[config.mk]
export PLATFORM = sky130hd
export DESIGN_NAME = gcle_mul
export DESIGN_NICKNAME = d
export VERILOG_FILES = /design/src/rtl/gcle_pkg.sv /design/src/rtl/gcle_mul.sv
export SDC_FILE = /design/constraint.sdc
export NUM_CORES = 2
export LEC_CHECK = 0
export BUFFER_PORTS_ARGS = -buffer_cell sky130_fd_sc_hd__buf_4
export CELL_PAD_IN_SITES_DETAIL_PLACEMENT = 0
export CELL_PAD_IN_SITES_GLOBAL_PLACEMENT = 1
export CORE_MARGIN = 5
export CORE_UTILIZATION = 50
export CTS_CLUSTER_DIAMETER = 100
export DETAILED_ROUTE_END_ITERATION = 6
export GPL_TIMING_DRIVEN = 0
export PLACE_DENSITY = 0.9
export SYNTH_ARGS = -nofsm -noshare
export SYNTH_HDL_FRONTEND = slang
export SYNTH_SLANG_ARGS = --single-unit
[constraint.sdc]
create_clock -name i_clk -period 9.6 [get_ports i_clk]
set_clock_uncertainty 0.05 [all_clocks]
set_input_delay 1.92 -clock i_clk [delete_from_list [all_inputs] [get_ports i_clk]]
set_output_delay 1.92 -clock i_clk [all_outputs]
set_load 0.1 [all_outputs]
[src/rtl/gcle_pkg.sv]
`timescale 1ns / 1ps
`default_nettype none

package gcle_pkg;

    localparam int MAX_IN_FEATURES  = 128;
    localparam int MAX_OUT_FEATURES = 64;
    localparam int DATA_WIDTH       = 16;

    localparam int FRAC_BITS = 8;
    localparam int AGG_W     = 40;
    localparam int PROD_W    = AGG_W + DATA_WIDTH;
    localparam int SUM_W     = 64;

    localparam int IN_IDX_W  = $clog2(MAX_IN_FEATURES);
    localparam int OUT_IDX_W = $clog2(MAX_OUT_FEATURES);
    localparam int WADDR_W   = IN_IDX_W + OUT_IDX_W;

    localparam int OPCODE_W    = 2;
    localparam int ROW_W       = 7;
    localparam int COL_W       = 6;
    localparam int FIDX_W      = 7;
    localparam int TAG_W       = 24;
    localparam int OUT_INDEX_W = 6;
    localparam int OUT_VALUE_W = DATA_WIDTH - 1;
    localparam int OUT_LIMIT   = 2 ** (DATA_WIDTH - 1) - 1;

    localparam int IN_USED_W  = 8;
    localparam int OUT_USED_W = 7;
    localparam int CFG_IDX_W  = 1;
    localparam int CFG_DATA_W = 8;

    localparam logic [IN_USED_W-1:0]  IN_USED_RST  = 8'd100;
    localparam logic [OUT_USED_W-1:0] OUT_USED_RST = 7'd47;

    localparam logic [OPCODE_W-1:0] OP_LOAD   = 2'd0;
    localparam logic [OPCODE_W-1:0] OP_ACC    = 2'd1;
    localparam logic [OPCODE_W-1:0] OP_FINISH = 2'd2;

    localparam logic [CFG_IDX_W-1:0] CFG_IN_USED  = 1'b0;
    localparam logic [CFG_IDX_W-1:0] CFG_OUT_USED = 1'b1;

    localparam logic signed [AGG_W-1:0] AGG_MAX = {1'b0, {(AGG_W-1){1'b1}}};
    localparam logic signed [AGG_W-1:0] AGG_MIN = {1'b1, {(AGG_W-1){1'b0}}};

    typedef struct packed {
        logic [OPCODE_W-1:0]          opcode;
        logic [ROW_W-1:0]             weight_row;
        logic [COL_W-1:0]             weight_col;
        logic signed [DATA_WIDTH-1:0] weight_value;
        logic signed [DATA_WIDTH-1:0] edge_weight;
        logic [FIDX_W-1:0]            feature_index;
        logic signed [DATA_WIDTH-1:0] feature_value;
        logic [TAG_W-1:0]             node_tag;
    } t_in_item;

    typedef struct packed {
        logic [TAG_W-1:0]       result_node;
        logic [OUT_INDEX_W-1:0] out_index;
        logic [OUT_VALUE_W-1:0] out_value;
        logic                   last;
    } t_out_item;

    typedef enum logic [2:0] {
        S_IDLE,
        S_ACC_MUL,
        S_ACC_WR,
        S_FIN_RUN,
        S_FIN_DRAIN,
        S_FIN_OUT
    } t_state;

    typedef struct packed {
        logic                    wr_en;
        logic [IN_IDX_W-1:0]     wr_addr;
        logic signed [AGG_W-1:0] wr_data;
        logic [IN_IDX_W-1:0]     rd_addr;
        logic                    clear;
    } t_agg_cmd;

    typedef struct packed {
        logic                         wr_en;
        logic [WADDR_W-1:0]           wr_addr;
        logic signed [DATA_WIDTH-1:0] wr_data;
        logic [WADDR_W-1:0]           rd_addr;
    } t_wgt_cmd;

endpackage

`default_nettype wire

[src/rtl/gcle_mul.sv]
`timescale 1ns / 1ps
`default_nettype none

module gcle_mul (
    input  logic                                  i_clk,
    input  logic signed [gcle_pkg::AGG_W-1:0]      i_a,
    input  logic signed [gcle_pkg::DATA_WIDTH-1:0] i_b,
    output logic signed [gcle_pkg::PROD_W-1:0]     o_p
);
    import gcle_pkg::*;

    logic signed [PROD_W-1:0] r_p;

    always_ff @(posedge i_clk) begin
        r_p <= i_a * i_b;
    end

    assign o_p = r_p;

endmodule

`default_nettype wire

==> flow_summary.json <==
{
  "status": "finished clean",
  "avgRoutedWirePerCell_um": 20.1,
  "worstPathMaxFanout": 10,
  "slew_headroom": 0.302,
  "cp-start-kind": "primary input",
  "synth_cells": 2636,
  "multi_input_area_sq_um": 18900,
  "numCtsBuffers": 5,
  "drive_above_1_share": 0.0467,
  "crit_buf_inv": 6,
  "timing.hold.ws_ns": 1.79,
  "worst_pin_slew_ns": 1.04,
  "port_buffers": 97,
  "synth_common_cells": "731 x inv_1, 598 x fa_1, 437 x nand2_1",
  "ant_nets": 0,
  "start_util": 0.508,
  "post-route-period-util": 0.965,
  "clk_pin_slew_ns": 0.09,
  "grt_pass1_wl_mm": 109,
  "firstDrtPassIters": 5,
  "synthDistinctLibCells": 57,
  "synth_nets": 3421,
  "drc": 0,
  "dp_hpwl_mm": 58.4,
  "cts_buffer_depth": 2,
  "slew_violations": 0,
  "antenna_found_initial": 8,
  "num-nets-final": 3527,
  "register_area_sq_um": 1120,
  "cpMostUsedCell": "fa_1",
  "die_w_um": 225,
  "hold_viol": 0,
  "yosysMostFrequentCell": "inv_1",
  "h-tree-depth": 2,
  "grt_start_max_net_pins": 19,
  "ys_top_cells_by_area": "fa_1 52%, inv_1 12%, nand2_1 7.1%, ha_1 7.0%, and2_1 5.6%",
  "yosysTopAreaCell": "fa_1",
  "vias": 17700,
  "final_core_util": 0.545,
  "hp-class": "primary input to register",
  "postSynth.asyncResetShare": 0,
  "final-setup-viol-count": 0,
  "dieHeight_um": 225,
  "synth_ff_type": "dfxtp_1",
  "cts_tree": "done",
  "synth_edf_count": 0,
  "rsz0062_at_grt": "false",
  "fin_ws_ns": 0.331,
  "period_needed_ns": 9.27,
  "rows": 78,
  "cp_top_family": "adder cells",
  "crit_arrival_ns": 9.43,
  "slowest_stage": "clkbuf_1",
  "crit_required_ns": 9.76,
  "dpl_worst_slack_ns": -0.614,
  "cts_sinks": 56,
  "fmax_mhz": 108,
  "viasPerCell": 5.29,
  "cpPeakStageDelay_ns": 0.68,
  "netlist.area_leader.share": 0.517,
  "cts-root-buf": "clkbuf_16",
  "critPathCaptureType": "register",
  "n_fill_cell": 4153,
  "die_area_sq_um": 50700,
  "setup_tns_ns": 0,
  "track_usage": 0.278,
  "ys_warn_count": 0,
  "fp.coreArea_sq_um": 45600,
  "wl_mm": 67.1,
  "ys_seq_area_frac": 0.0484,
  "avgSynthCellArea_sq_um": 8.79,
  "synth_seq_cells": 56,
  "grt_pass1_vias": 19900,
  "netlist_area_sq_um": 23200,
  "gp_congestion": 0.962,
  "largest_register_ffs": 56,
  "grt.overflow.total": 0,
  "criticalPathCategory": "primary input to register",
  "synthToLayoutAreaGrowth_pct": 7.28,
  "crit_chain": "clkbuf_1 > nand2_1 > fa_1 > inv_1 > fa_1 > inv_1 > fa_1 > inv_1 > fa_1 > fa_1 > inv_1 > fa_1 > inv_1 > ha_1 > nand2_1 > nor2_2 > nand3_2 > a2111oi_4 > o21ai_1 > a21oi_2 > a41oi_1 > mux2i_1 > o2111ai_1",
  "max-cap-violations": 0,
  "drtIter0Drc": 1180,
  "io_pins": 113
}
## cells in the final DEF, fill, tap and decap left out, types with 3 or more instances in the layout
cell type,synthesis,routed
and2_1,206,206
clkbuf_16,0,5
a211oi_1,9,9
buf_4,0,98
xor2_1,21,21
a21o_1,19,19
nor2_1,61,60
nand3_1,8,7
a21oi_1,64,63
clkbuf_1,111,110
inv_1,731,731
nand2_1,437,437
and4_1,5,5
nor3_1,9,9
xnor2_1,39,39
ha_1,130,130
o211ai_1,5,5
fa_1,598,598
nor2b_1,7,7
dfxtp_1,56,56
o21a_1,3,3
o21ai_1,8,8
nand2b_1,13,13
o21bai_1,9,9
o21ai_0,30,30
nand4_1,12,12
buf_2,5,5
## worst paths after layout
kind,from,slack (ns),cells past startpoint,endpoint
setup / recovery,i_b[1],0.33,23,o_p[53]
hold / removal,i_a[0],1.79,2,o_p[0]
## what timing repair did
action                                  CTS  global route
pin swaps                                 0             1
endpoints found under the setup margin    5             6
buffers inserted                          0             2
gates resized for setup                   3             5
hold buffers                              0             0
## per-layer routing
| metal | global-route usage | vias up | part of all wire |
|---|---|---|---|
| met5 | 0 | - | 0.0013 |
| met4 | 0.133 | 14 | 0.056 |
| met3 | 0.0858 | 224 | 0.10 |
| met2 | 0.450 | 803 | 0.47 |
| met1 | 0.342 | 8938 | 0.37 |
| li1 | - | 7723 | - |
## through the flow
step,instances,area (sq um)
2_1_floorplan,2636,23200
3_3_place_gp,3333,24600
3_5_place_dp,3333,24600
4_1_cts,3341,24800
5_1_grt,3344,24900
6_report,3344,24900
## layout make-up
class                           count  area share
Multi-Input combinational cell   1730       0.760
Antenna cell                        1    0.000101
Tap cell                          600      0.0302
Buffer                            118      0.0181
Inverter                          732       0.111
Clock inverter                      3    0.000856
Timing Repair Buffer               99      0.0304
Clock buffer                        5     0.00503
Sequential cell                    56      0.0451
## kinds of logic (layout without fill, tap and decap cells)
kind of cell,count (synthesis),after routing,share of synthesized area
buf+inv,850,957,0.138
simple gates,768,768,0.155
fa+ha+maj,728,728,0.587
compound gates,172,172,0.0482
xor+xnor,60,60,0.0227
flops,56,56,0.0484
mux,2,2,0.000864
other cells,0,1,0
Power is left out: the tool's default activity adds up to more than one toggle a clock period on the data nets, which glitch-free logic cannot reach.
